`config.mk`:
```
export PLATFORM = sky130hd
export DESIGN_NAME = websocket_frame_deframer
export DESIGN_NICKNAME = d
export VERILOG_FILES = /design/src/rtl/core/wsdf_pkg.sv /design/src/rtl/core/websocket_frame_deframer.sv
export SDC_FILE = /design/constraint.sdc
export NUM_CORES = 1
export LEC_CHECK = 0
export ABC_AREA = 1
export BUFFER_PORTS_ARGS = -buffer_cell sky130_fd_sc_hd__buf_2
export CAP_MARGIN = 20
export CELL_PAD_IN_SITES_DETAIL_PLACEMENT = 1
export CELL_PAD_IN_SITES_GLOBAL_PLACEMENT = 1
export CORE_MARGIN = 2
export CORE_UTILIZATION = 30
export CTS_CLUSTER_DIAMETER = 150
export DETAILED_ROUTE_END_ITERATION = 6
export PLACE_DENSITY = 0.56
export SLEW_MARGIN = 15
export SYNTH_ARGS = -nofsm -noshare
export SYNTH_HDL_FRONTEND = slang
export SYNTH_SLANG_ARGS = --single-unit
```
`constraint.sdc`:
```
create_clock -name clk -period 3 [get_ports clk]
set_input_delay 0.3 -clock clk [delete_from_list [all_inputs] [get_ports clk]]
set_output_delay 0.3 -clock clk [all_outputs]
set_load 0.005 [all_outputs]
```
`src/rtl/core/wsdf_pkg.sv`:
```
`timescale 1ns / 1ps
// ----------------------------------------------------------------------------
// wsdf_pkg
// shared types and constants of the websocket frame deframer
// ----------------------------------------------------------------------------
package wsdf_pkg;

  localparam int LENGTH_BITS_DEF = 32;

  localparam logic [6:0] LEN7_EXT16 = 7'd126;
  localparam logic [6:0] LEN7_EXT64 = 7'd127;

  localparam logic [3:0] OP_TEXT   = 4'h1;
  localparam logic [3:0] OP_BINARY = 4'h2;

  localparam logic [2:0] EXT16_BYTES_M1 = 3'd1;
  localparam logic [2:0] EXT64_BYTES_M1 = 3'd7;
  localparam logic [2:0] KEY_BYTES_M1   = 3'd3;

  typedef enum logic [2:0] {
    PH_HDR1   = 3'd0,
    PH_HDR2   = 3'd1,
    PH_EXT    = 3'd2,
    PH_MASK   = 3'd3,
    PH_PAY    = 3'd4,
    PH_CLOSED = 3'd5
  } phase_t;

  typedef enum logic [1:0] {
    ST_PAYLOAD    = 2'd0,
    ST_BAD_OPCODE = 2'd1,
    ST_TOO_LONG   = 2'd2
  } status_t;

endpackage

```
`src/rtl/core/websocket_frame_deframer.sv`:
```
`timescale 1ns / 1ps
// ----------------------------------------------------------------------------
// websocket_frame_deframer
// receive-side websocket frame parser, one stream byte per request
// ----------------------------------------------------------------------------
// the result of an accepted byte is registered in the output register
// throughput: one byte per cycle while in_stall is low, set by the single parse/unmask pass per byte
// the output register refills in the cycle its result is taken
// reset (synchronous, rst_n low) returns to the first header byte, reopens a
// closed stream and empties the output register
module websocket_frame_deframer #(
  parameter int LENGTH_BITS = wsdf_pkg::LENGTH_BITS_DEF
) (
  input  logic       clk,
  input  logic       rst_n,
  input  logic       in_valid,
  output logic       in_stall,
  input  logic [7:0] in_byte,
  output logic       out_valid,
  input  logic       out_stall,
  output logic [7:0] out_payload_byte,
  output logic       out_frame_fin,
  output logic [3:0] out_frame_opcode,
  output logic       out_last_of_frame,
  output logic [1:0] out_status
);
  import wsdf_pkg::*;

  phase_t                 phase_r, phase_nxt;
  logic [2:0]             ext_cnt_r, ext_cnt_nxt;
  logic [LENGTH_BITS-1:0] len_r, len_nxt;
  logic [31:0]            key_r, key_nxt;
  logic [1:0]             key_idx_r, key_idx_nxt;
  logic                   masked_r, masked_nxt;
  logic                   fin_r, fin_nxt;
  logic [3:0]             opcode_r, opcode_nxt;

  logic                   in_fire;
  logic                   res_valid;
  logic [7:0]             res_byte;
  logic                   res_last;
  status_t                res_status;
  logic [7:0]             key_byte;
  logic [LENGTH_BITS-1:0] len_dec;
  logic                   slot_free;

  logic                   out_valid_r;
  logic [7:0]             payload_r;
  logic                   fin_out_r;
  logic [3:0]             opcode_out_r;
  logic                   last_r;
  status_t                status_r;

  assign slot_free = !out_valid_r || !out_stall;
  assign in_stall  = !slot_free;
  assign in_fire   = in_valid && slot_free;
  assign len_dec   = len_r - LENGTH_BITS'(1);

  always_comb begin
    case (key_idx_r)
      2'd0:    key_byte = key_r[31:24];
      2'd1:    key_byte = key_r[23:16];
      2'd2:    key_byte = key_r[15:8];
      default: key_byte = key_r[7:0];
    endcase
  end

  // next state
  always_comb begin
    phase_nxt   = phase_r;
    ext_cnt_nxt = ext_cnt_r;
    len_nxt     = len_r;
    key_nxt     = key_r;
    key_idx_nxt = key_idx_r;
    masked_nxt  = masked_r;
    fin_nxt     = fin_r;
    opcode_nxt  = opcode_r;
    if (in_fire) begin
      case (phase_r)
        PH_HDR1: begin
          fin_nxt    = in_byte[7];
          opcode_nxt = in_byte[3:0];
          if (in_byte[3:0] == OP_TEXT || in_byte[3:0] == OP_BINARY) begin
            phase_nxt = PH_HDR2;
          end else begin
            phase_nxt = PH_CLOSED;
          end
        end
        PH_HDR2: begin
          masked_nxt = in_byte[7];
          if (in_byte[6:0] == LEN7_EXT16) begin
            len_nxt     = '0;
            ext_cnt_nxt = EXT16_BYTES_M1;
            phase_nxt   = PH_EXT;
          end else if (in_byte[6:0] == LEN7_EXT64) begin
            len_nxt     = '0;
            ext_cnt_nxt = EXT64_BYTES_M1;
            phase_nxt   = PH_EXT;
          end else begin
            len_nxt     = LENGTH_BITS'(in_byte[6:0]);
            key_idx_nxt = '0;
            if (in_byte[7]) begin
              ext_cnt_nxt = KEY_BYTES_M1;
              key_nxt     = '0;
              phase_nxt   = PH_MASK;
            end else if (in_byte[6:0] == 7'd0) begin
              phase_nxt = PH_HDR1;
            end else begin
              phase_nxt = PH_PAY;
            end
          end
        end
        PH_EXT: begin
          // length would overflow its register: close the stream
          if (len_r[LENGTH_BITS-1 -: 8] != 8'd0) begin
            phase_nxt = PH_CLOSED;
          end else begin
            len_nxt = {len_r[LENGTH_BITS-9:0], in_byte};
            if (ext_cnt_r == 3'd0) begin
              key_idx_nxt = '0;
              if (masked_r) begin
                ext_cnt_nxt = KEY_BYTES_M1;
                key_nxt     = '0;
                phase_nxt   = PH_MASK;
              end else if ({len_r[LENGTH_BITS-9:0], in_byte} == '0) begin
                phase_nxt = PH_HDR1;
              end else begin
                phase_nxt = PH_PAY;
              end
            end else begin
              ext_cnt_nxt = ext_cnt_r - 3'd1;
            end
          end
        end
        PH_MASK: begin
          key_nxt = {key_r[23:0], in_byte};
          if (ext_cnt_r == 3'd0) begin
            key_idx_nxt = '0;
            phase_nxt   = (len_r == '0) ? PH_HDR1 : PH_PAY;
          end else begin
            ext_cnt_nxt = ext_cnt_r - 3'd1;
          end
        end
        PH_PAY: begin
          key_idx_nxt = key_idx_r + 2'd1;
          len_nxt     = len_dec;
          if (len_dec == '0) begin
            phase_nxt = PH_HDR1;
          end
        end
        default: begin
          phase_nxt = PH_CLOSED;
        end
      endcase
    end
  end

  // result of the current byte
  always_comb begin
    res_valid  = 1'b0;
    res_byte   = 8'd0;
    res_last   = 1'b0;
    res_status = ST_PAYLOAD;
    case (phase_r)
      PH_HDR1: begin
        if (!(in_byte[3:0] == OP_TEXT || in_byte[3:0] == OP_BINARY)) begin
          res_valid  = 1'b1;
          res_status = ST_BAD_OPCODE;
        end
      end
      PH_EXT: begin
        if (len_r[LENGTH_BITS-1 -: 8] != 8'd0) begin
          res_valid  = 1'b1;
          res_status = ST_TOO_LONG;
        end
      end
      PH_PAY: begin
        res_valid = 1'b1;
        res_byte  = masked_r ? (in_byte ^ key_byte) : in_byte;
        res_last  = (len_dec == '0);
      end
      default: begin
        res_valid = 1'b0;
      end
    endcase
  end

  always_ff @(posedge clk) begin
    if (!rst_n) begin
      phase_r     <= PH_HDR1;
      ext_cnt_r   <= '0;
      len_r       <= '0;
      key_r       <= '0;
      key_idx_r   <= '0;
      masked_r    <= 1'b0;
      fin_r       <= 1'b0;
      opcode_r    <= '0;
      out_valid_r <= 1'b0;
    end else begin
      phase_r     <= phase_nxt;
      ext_cnt_r   <= ext_cnt_nxt;
      len_r       <= len_nxt;
      key_r       <= key_nxt;
      key_idx_r   <= key_idx_nxt;
      masked_r    <= masked_nxt;
      fin_r       <= fin_nxt;
      opcode_r    <= opcode_nxt;
      if (slot_free) begin
        out_valid_r <= in_fire && res_valid;
      end
    end
  end

  always_ff @(posedge clk) begin
    if (in_fire && res_valid) begin
      payload_r    <= res_byte;
      fin_out_r    <= fin_nxt;
      opcode_out_r <= opcode_nxt;
      last_r       <= res_last;
      status_r     <= res_status;
    end
  end

  assign out_valid         = out_valid_r;
  assign out_payload_byte  = payload_r;
  assign out_frame_fin     = fin_out_r;
  assign out_frame_opcode  = opcode_out_r;
  assign out_last_of_frame = last_r;
  assign out_status        = status_r;

endmodule

```
======== Word level (Yosys, flattened, before mapping) ========
Cells that the tools add are included.
word-level totals
  input bits .............................. 12
  latch bits .............................. 0
  memory bits (writable) .................. 0
  bits in read-only memories .............. 0
  flip-flop bits (word level) ............. 95
  memories kept ........................... 0
operators by class
  div/mod/pow operators ................... 0
  multipliers ............................. 0
  order comparisons ....................... 0
  reductions and logical operators ........ 24
  add/subtract/negate cells ............... 3
  equality and inequality tests ........... 22
  mux-type cells .......................... 49
  shifts and indexed selects .............. 0
  bitwise gates (word level) .............. 1
operators by type and width
  operator                 number
  $mux W32                 7
  $pmux W32 S3             2
  $logic_not A32 Y1        3
  $mux W3                  19
  $sub A32 B1 Y32 const B  1
  $pmux W8 S3              1
  $ne A2 B2 Y1 const B     9
  $pmux W3 S5              1
  $eq A7 B7 Y1 const B     2
  $mux W7                  2
  $mux W2                  5
  $pmux W3 S3              1
  $mux W4                  2
  $mux W8                  1
  $pmux W2 S4              1
  $reduce_and A8 Y1        1
  $reduce_bool A8 Y1       1
  $xor A8 B8 Y8            1
  $logic_not A7 Y1         1
  $eq A3 B2 Y1 const B     2
  $logic_not A3 Y1         2
  $ne A3 B3 Y1 const B     2
  $reduce_and A6 Y1        1
  $reduce_bool A3 Y1       2
  other kinds (21)         29

======== Logic depth before layout (Yosys ltp) ========
Gate-level depths: netlist of the first run.
  depth in word-level cells ............... 6
  gate-level depth with buffers ........... 16

======== Worst setup path before layout of the first run ========
OpenSTA, ideal clock, no wires.
  path type ............................... register to register
  from .................................... register len_r[0]
  to ...................................... register phase_r[0]
  cell stages (with the launch flop) ...... 16
  path slack .............................. 1.030 ns
  data arrival time ....................... 1.855 ns
  path buffers ............................ 1
  library setup time ...................... 0.115 ns
  clock period less this slack ............ 1.970 ns
  data required time ...................... 2.885 ns
  cells stage by stage .................... dfxtp_1 -> inv_1 -> ha_1 -> nand2_1 -> nor2_1 -> buf_4 -> nand2_1 -> xor2_1 -> nor2_1 -> nand2_1 -> nor2_1 -> nand3_1 -> nand2_2 -> nand3_1 -> nand2_1 -> nor2_1
on the way
  cells in the longest elaborated chain, start to end .. 4
RTL lines
  item                         RTL line                         source
  start, declared              websocket_frame_deframer.sv:31   logic [LENGTH_BITS-1:0] len_r, len_nxt;
  start signal, assigned       websocket_frame_deframer.sv:202  len_r <= len_nxt;
  $sub A32 B1 Y32              websocket_frame_deframer.sv:57   assign len_dec = len_r - LENGTH_BITS'(1);
  $logic_not A32 Y1            websocket_frame_deframer.sv:147  if (len_dec == '0) begin
  $ne A2 B2 Y1 (no line)       -
  $reduce_and A4 Y1 (no line)  -
  end signal, assigned         websocket_frame_deframer.sv:200  phase_r <= phase_nxt;
  end, declared                websocket_frame_deframer.sv:29   phase_t phase_r, phase_nxt;
Every way passes these cells.
A chain may end at the register's enable or synchronous reset.

======== Final worst setup path of the first run ========
  from .................................... register len_r[0]
  to ...................................... register phase_r[1]
Same word-level chain as after synthesis.

==> run metrics, run 1 <==
syn_nets=823; Yosys reg bits=95; final net count=842; die height=139 um; CTS tree=built; Post-Route Utilization=0.345; Avg Inst Size Synth=6.84 um^2; worst slack at placement=~0.3 ns; chip width=~140 um; largest net degree at the start of global routing=56; GR Overflow Total=0; Async SR Flop Fraction=0; top cell type by total area after synthesis=dfxtp_1; Final Critical Period=2.60 ns; worst-margin pin slew=0.692 ns; Setup Fix Bufs, Post-CTS=0; Worst setup EP type=register; I/O pins=30; Setup CP Type=reg2reg; Leak=between 2 and 3 nW; Final Wtd Congestion=0.822; drt initial violations=230; H-tree Lvls=3; number of global-route vias before repair=5783; port bufs=29; VDD IR-drop max=around 0.33 mV; Post-synth EDFFs=16; drt wl/cell=~18 um; Arr. time, crit path=2.84 ns; first-pass GRT wire length=30.6 mm; Max FO, Critical Path=6; sequential power share=0.335; final wirelength=18.7 mm; most common cell in the netlist=nand2_1; period utilization=0.866; cell area after synthesis=5490 um^2; Setup violations, final=0; Pins Over Slew Limit=0; Logic pwr share=0.437; power per cell area=around 800 nW/um^2; largest cells by area after synthesis=dfxtp_1 29%, nand2_1 12%, edfxtp_1 8.8%; Syn Inst Count=roughly 800; Via density=5.23; Vias=around 5500; post-DP HPWL=13.9 mm; worst setup margin=0.402 ns; startpoint types=register; clk root buf=clkbuf_16; cell-internal power=around 0.0027 W; Critical Path RT=around 3.2 ns; Worst-Skew Late Latency=about 0.35 ns; placed cell area=5900 um^2; Initial Util=0.305; Clk pin slew, worst setup/hold paths=0.08 ns; Max-cap violations=0; clock sinks=95; Final Cell Area=6190 um^2; Final ANT Viol Nets=0; FMAX=385 MHz; sequential area share after synthesis=0.376; CTS buffer count=9; Sw Share=0.449; # DRC=0; post-synth top area share=0.288; Post-synth top flop=dfxtp_1; Final Hold Viols=0; core area=18000 um^2; Netlist cell types=42; clock share of power=0.228; clock skew=0.0104 ns; status=complete, no violations; synth warn=0; setup TNS=0 ns; commonest cells in the synthesized netlist=178 x nand2_1, 114 x nor2_1, 92 x inv_1, 79 x dfxtp_1, 74 x a21oi_1; die area=19400 um^2; GRT Util Overall=0.195; share of cells above drive strength 1=0.0993; RSZ-0062 raised after global routing=false; Max Buffers Root-to-Sink=2; # diodes=0; length of the first detailed-routing pass in iterations=4; Hold WC Path Type=in2reg; sw power=0.00222 W; row count=49; Area Growth Syn to Fin=12.8%; antenna violations before repair=0; Max-slew headroom=0.538
[placed cells by master (no fill, tap or decap), types with 2 or more instances in the layout]
master and n:
nor2_2 7, ha_1 9, a31oi_1 2, inv_2 6, a22oi_1 4, clkbuf_16 9, dfxtp_1 79, inv_8 2
nor2_4 4, buf_2 29, xor2_1 2, a221oi_1 32, a211oi_1 18, nor3_1 7, buf_4 10, nand4_1 7
nand3_1 46, xnor2_1 7, nor2_1 111, o21ai_1 3, nand2_1 178, o211ai_1 2, inv_1 92, nand3b_1 2
clkinvlp_4 3, nor4_1 3, o21ai_0 45, a21oi_1 74, edfxtp_1 16, nand2_2 2
[worst paths after layout]
check | from | endpoint | slack, ns | depth (start not counted)
worst max-delay path | len_r[0] | phase_r[1] | 0.40 | 16
worst min-delay path | out_stall | out_valid | 0.25 | 3
worst max register to register | len_r[0] | phase_r[1] | 0.40 | 16
worst min register to register | key_r[29] | key_r[29] | 0.47 | 2
[routing by layer]
layer / wire length, um / part of all wire / vias up / track usage
met3: 464 / 0.025 / 17 / 0.0323
met5: 0 / 0 / - / 0
met1: 8340 / 0.45 / 2724 / 0.240
met2: 9600 / 0.51 / 55 / 0.355
li1: - / - / 2723 / -
met4: 268 / 0.014 / 0 / 0.0473
[repair_timing]
| action | 4_1_cts | 5_1_grt |
|---|---|---|
| resized for setup | 0 | 2 |
| hold buffers | 0 | 0 |
| setup endpoints to repair | 0 | 2 |
| endpoints found under the hold margin | 0 | 0 |
[kinds of logic (layout without fill, tap and decap cells)]
family          after synthesis  count (layout)  synth area share
flops                        95              95             0.376
simple gates                371             371             0.285
compound gates              186             186             0.208
fa+ha+maj                     9               9            0.0205
buf+inv                     132             156            0.0958
xor+xnor                      9               9            0.0144
[registers in the layout (all words and copies together), names as in the netlist]
signal and count:
phase_r 3, out_frame_fin 1, fin_r 1, out_status 2, key_r 32, out_valid 1
ext_cnt_r 3, opcode_r 4, out_payload_byte 8, len_r 32, masked_r 1, key_idx_r 2
out_frame_opcode 4, out_last_of_frame 1
[stage by stage]
stage	hold WS [ns]	power (W)	cells
final	0.254	0.00494	1055
after detailed placement	0.466	0.00385	1039
after floorplan	0.444	0.00313	802
after CTS	0.242	0.00501	1055
after global routing	0.246	0.00535	1055
after global placement	0.456	0.00379	1038
[power by group through the flow]
| stage | Combinational, W | Clock [W] | Sequential (W) |
|---|---|---|---|
| after detailed placement | 0.00217 | 0 | 0.00169 |
| after CTS | 0.00218 | 0.00117 | 0.00166 |
| after floorplan | 0.00150 | 0 | 0.00163 |
| after global routing | 0.00245 | 0.00122 | 0.00168 |
| final | 0.00216 | 0.00113 | 0.00166 |
| after global placement | 0.00211 | 0 | 0.00168 |
[final cells by class]
| cell class | instances | area [um^2] |
|---|---|---|
| Tap cell | 229 | 287 |
| Clock inverter | 6 | 53.8 |
| Timing Repair Buffer | 41 | 268 |
| Sequential cell | 95 | 2060 |
| Multi-Input combinational cell | 575 | 2920 |
| Fill cell | 2323 | 11800 |
| Inverter | 99 | 374 |
| Clock buffer | 10 | 229 |
[critical path: stages (launching register included)]
cell	delay [ns]
dfxtp_1	0.33
inv_1	0.16
ha_1	0.24
nand2_1	0.18
nor2_2	0.29
buf_4	0.20
nand3_1	0.09
nand2_1	0.08
nand2_1	0.07
nor2_1	0.10
nand2_1	0.08
nor2_1	0.17
nand3_1	0.15
nand2_2	0.14
nand3_1	0.09
nand2_1	0.09
nor2_1	0.04
No activity file was read; power rests on OpenSTA's default activity.
==> run 2: changes to the inputs <==
CELL_PAD_IN_SITES_DETAIL_PLACEMENT = 0   (was 1)
==> run 2 against run 1 <==
Net effect:
- non-clock buffer count is the same
- final cell count is the same
- critical path depth unchanged
- clock skew barely moved
- die area unchanged
- critical endpoint is now phase_r[0]
- clock-buffer cell count shrank 1
- sequential power about the same
- maximum frequency decreased by 0.99%
- utilization is the same
- clock power about the same
- worst hold slack hardly changed
- worst setup slack worse by 0.026 ns
==> run metrics, run 2 (same netlist as run 1, synthesis figures left out) <==
placed cell area=5900 um^2 (unchanged); length of the first detailed-routing pass in iterations=5 (+1); Final Critical Period=2.62 ns (+0.0261 ns); Worst path slowest cell=nor2_1; Max-cap violations=0 (unchanged); cells along the critical path=inv_1 -> ha_1 -> nand2_1 -> nor2_1 -> buf_4 -> nand3_1 -> nand2_1 -> nand2_1 -> nor2_1 -> nand2_1 -> nor2_1 -> nand3_1 -> nand2_2 -> nand3_1 -> nand2_1 -> nor2_1; Leak=2.61 nW (+0.57%); period utilization=0.875 (+0.00869); Final Cell Area=6190 um^2 (unchanged); GR Overflow Total=0 (unchanged); Worst setup EP type=register; CTS tree=built; Critical Path RT=3.25 ns (about the same); fillcell total=1977 (-15%); Via density=5.16 (-1.4%); startpoint types=register; CTS buffer count=9 (unchanged); drt initial violations=288 (+25%); Crit path max-delay family=simple AND/OR/NAND/NOR gates; H-tree Lvls=3 (unchanged); final wirelength=17.5 mm (-6.4%); clock share of power=0.234 (+0.006); reg2reg end=phase_r[0]; most frequent cells in the layout=178 x nand2_1, 113 x nor2_1, 92 x inv_1; status=complete, no violations; power per cell area=794 nW/um^2 (-0.60%); final net count=842 (unchanged); Final Wtd Congestion=0.822 (unchanged); die height=139 um (unchanged); Logic pwr share=0.429 (-0.008); post-DP HPWL=12.7 mm (-8.8%); share of cells above drive strength 1=0.0981 (-0.00121); cell-internal power=0.00273 W (about the same); clock sinks=95 (unchanged); number of global-route vias before repair=5368 (-7.2%); Stages on worst setup path=16 (unchanged); FMAX=381 MHz (-0.99%); Worst setup endpoint=phase_r[0]; Final ANT Viol Nets=0 (unchanged); commonest non-fill, non-tap cell in the layout=nand2_1; Arr. time, crit path=2.88 ns (+0.04 ns); Final Hold Viols=0 (unchanged); antenna violations before repair=0 (unchanged); Critical Path Start=len_r[0]; clk root buf=clkbuf_16; Max-slew headroom=0.555 (+0.0167); crit-path most repeated cell=nand2_1; Worst-Skew Late Latency=0.35 ns (about the same); I/O pins=30 (unchanged); RR Startpoint=len_r[0]; clock skew=0.00999 ns (-0.000374 ns); Max FO, Critical Path=6 (unchanged); chip width=139 um (unchanged); reg2reg setup slack=0.38 ns (-0.03 ns); Max Buffers Root-to-Sink=2 (unchanged); Hold WC Path Type=in2reg; die area=19400 um^2 (unchanged); row count=49 (unchanged); post-CTS sizing=0 (unchanged); worst-margin pin slew=0.667 ns (-0.0250 ns); sequential power share=0.336 (about the same); Pins Over Slew Limit=0 (unchanged); Initial Util=0.305 (unchanged); Setup violations, final=0 (unchanged); Setup Fix Bufs, Post-CTS=0 (unchanged); core area=18000 um^2 (unchanged); Clk pin slew, worst setup/hold paths=0.08 ns (about the same); VDD IR-drop max=0.274 mV (-16%); port bufs=29 (unchanged); Area Growth Syn to Fin=12.8% (unchanged); Sw Share=0.445 (-0.00356); drt wl/cell=16.6 um (-6.4%); R2R depth=16 (unchanged); first-pass GRT wire length=28.4 mm (-7.2%); # diodes=0 (unchanged); GRT Util Overall=0.183 (-0.0123); Critical path buffers and inverters=2 (unchanged); # DRC=0 (unchanged); sw power=0.00219 W (-1.4%); largest net degree at the start of global routing=56 (unchanged); CP max stage delay=0.40 ns (+0.07 ns); Vias=5443 (-1.4%); Setup CP Type=reg2reg; RSZ-0062 raised after global routing=false; Hold-fix buffers, CTS=0 (unchanged); setup TNS=0 ns (unchanged)
-- run 2: per-stage QoR --
stage	hold WS [ns]	util	std cells	total power, W	setup slack, ns
after CTS	0.243	0.345	1055	0.00497	0.331
final	0.254	0.345	1055	0.00491	0.375
after global placement	0.456	0.327	1038	0.00379	0.397
after floorplan	0.444	-	802	0.00313	1.03
after global routing	0.263	0.345	1055	0.00533	0.0442
after detailed placement	0.460	0.328	1039	0.00380	0.325
-- run 2: cell type report --
class | count | area [um^2] | area share
Clock buffer | 9 | 225 | 0.0364
Timing Repair Buffer | 41 | 268 | 0.0433
Multi-Input combinational cell | 575 | 2910 | 0.470
Clock inverter | 7 | 62.6 | 0.0101
Inverter | 99 | 374 | 0.0605
Sequential cell | 95 | 2060 | 0.333
Tap cell | 229 | 287 | 0.0463
-- run 2: worst register-to-register path, cell delays in order, from the launching register on --
cell and delay, ns:
dfxtp_1 0.32, inv_1 0.15, ha_1 0.24, nand2_1 0.15
nor2_1 0.40, buf_4 0.23, nand3_1 0.08, nand2_1 0.07
nand2_1 0.07, nor2_1 0.10, nand2_1 0.08, nor2_1 0.14
nand3_1 0.17, nand2_2 0.14, nand3_1 0.08, nand2_1 0.08
nor2_1 0.04
-- run 2: worst min-delay path by stage --
stage / startpoint / endpoint / slack (ns) / depth (start not counted)
global placement: key_r[27] / key_r[27] / 0.46 / 2
global route: out_stall / out_valid / 0.26 / 3
finish: out_stall / out_valid / 0.25 / 3
floorplan: key_r[23] / key_r[23] / 0.44 / 2
CTS: out_stall / out_valid / 0.24 / 3
detailed placement: key_r[31] / key_r[31] / 0.46 / 2
-- run 2: power by group through the flow --
| stage | Clock (W) | Sequential [W] | Combinational (W) |
|---|---|---|---|
| global route | 0.00124 | 0.00168 | 0.00241 |
| global placement | 0 | 0.00168 | 0.00211 |
| CTS | 0.00119 | 0.00165 | 0.00212 |
| detailed placement | 0 | 0.00168 | 0.00212 |
| finish | 0.00115 | 0.00165 | 0.00211 |
| floorplan | 0 | 0.00163 | 0.00150 |
-- run 2: layer usage --
layer	part of all wire	track usage	wire, um
met2	0.49	0.318	8620
met5	0	0	0
met1	0.45	0.228	7950
met3	0.031	0.0327	540
met4	0.022	0.0622	382
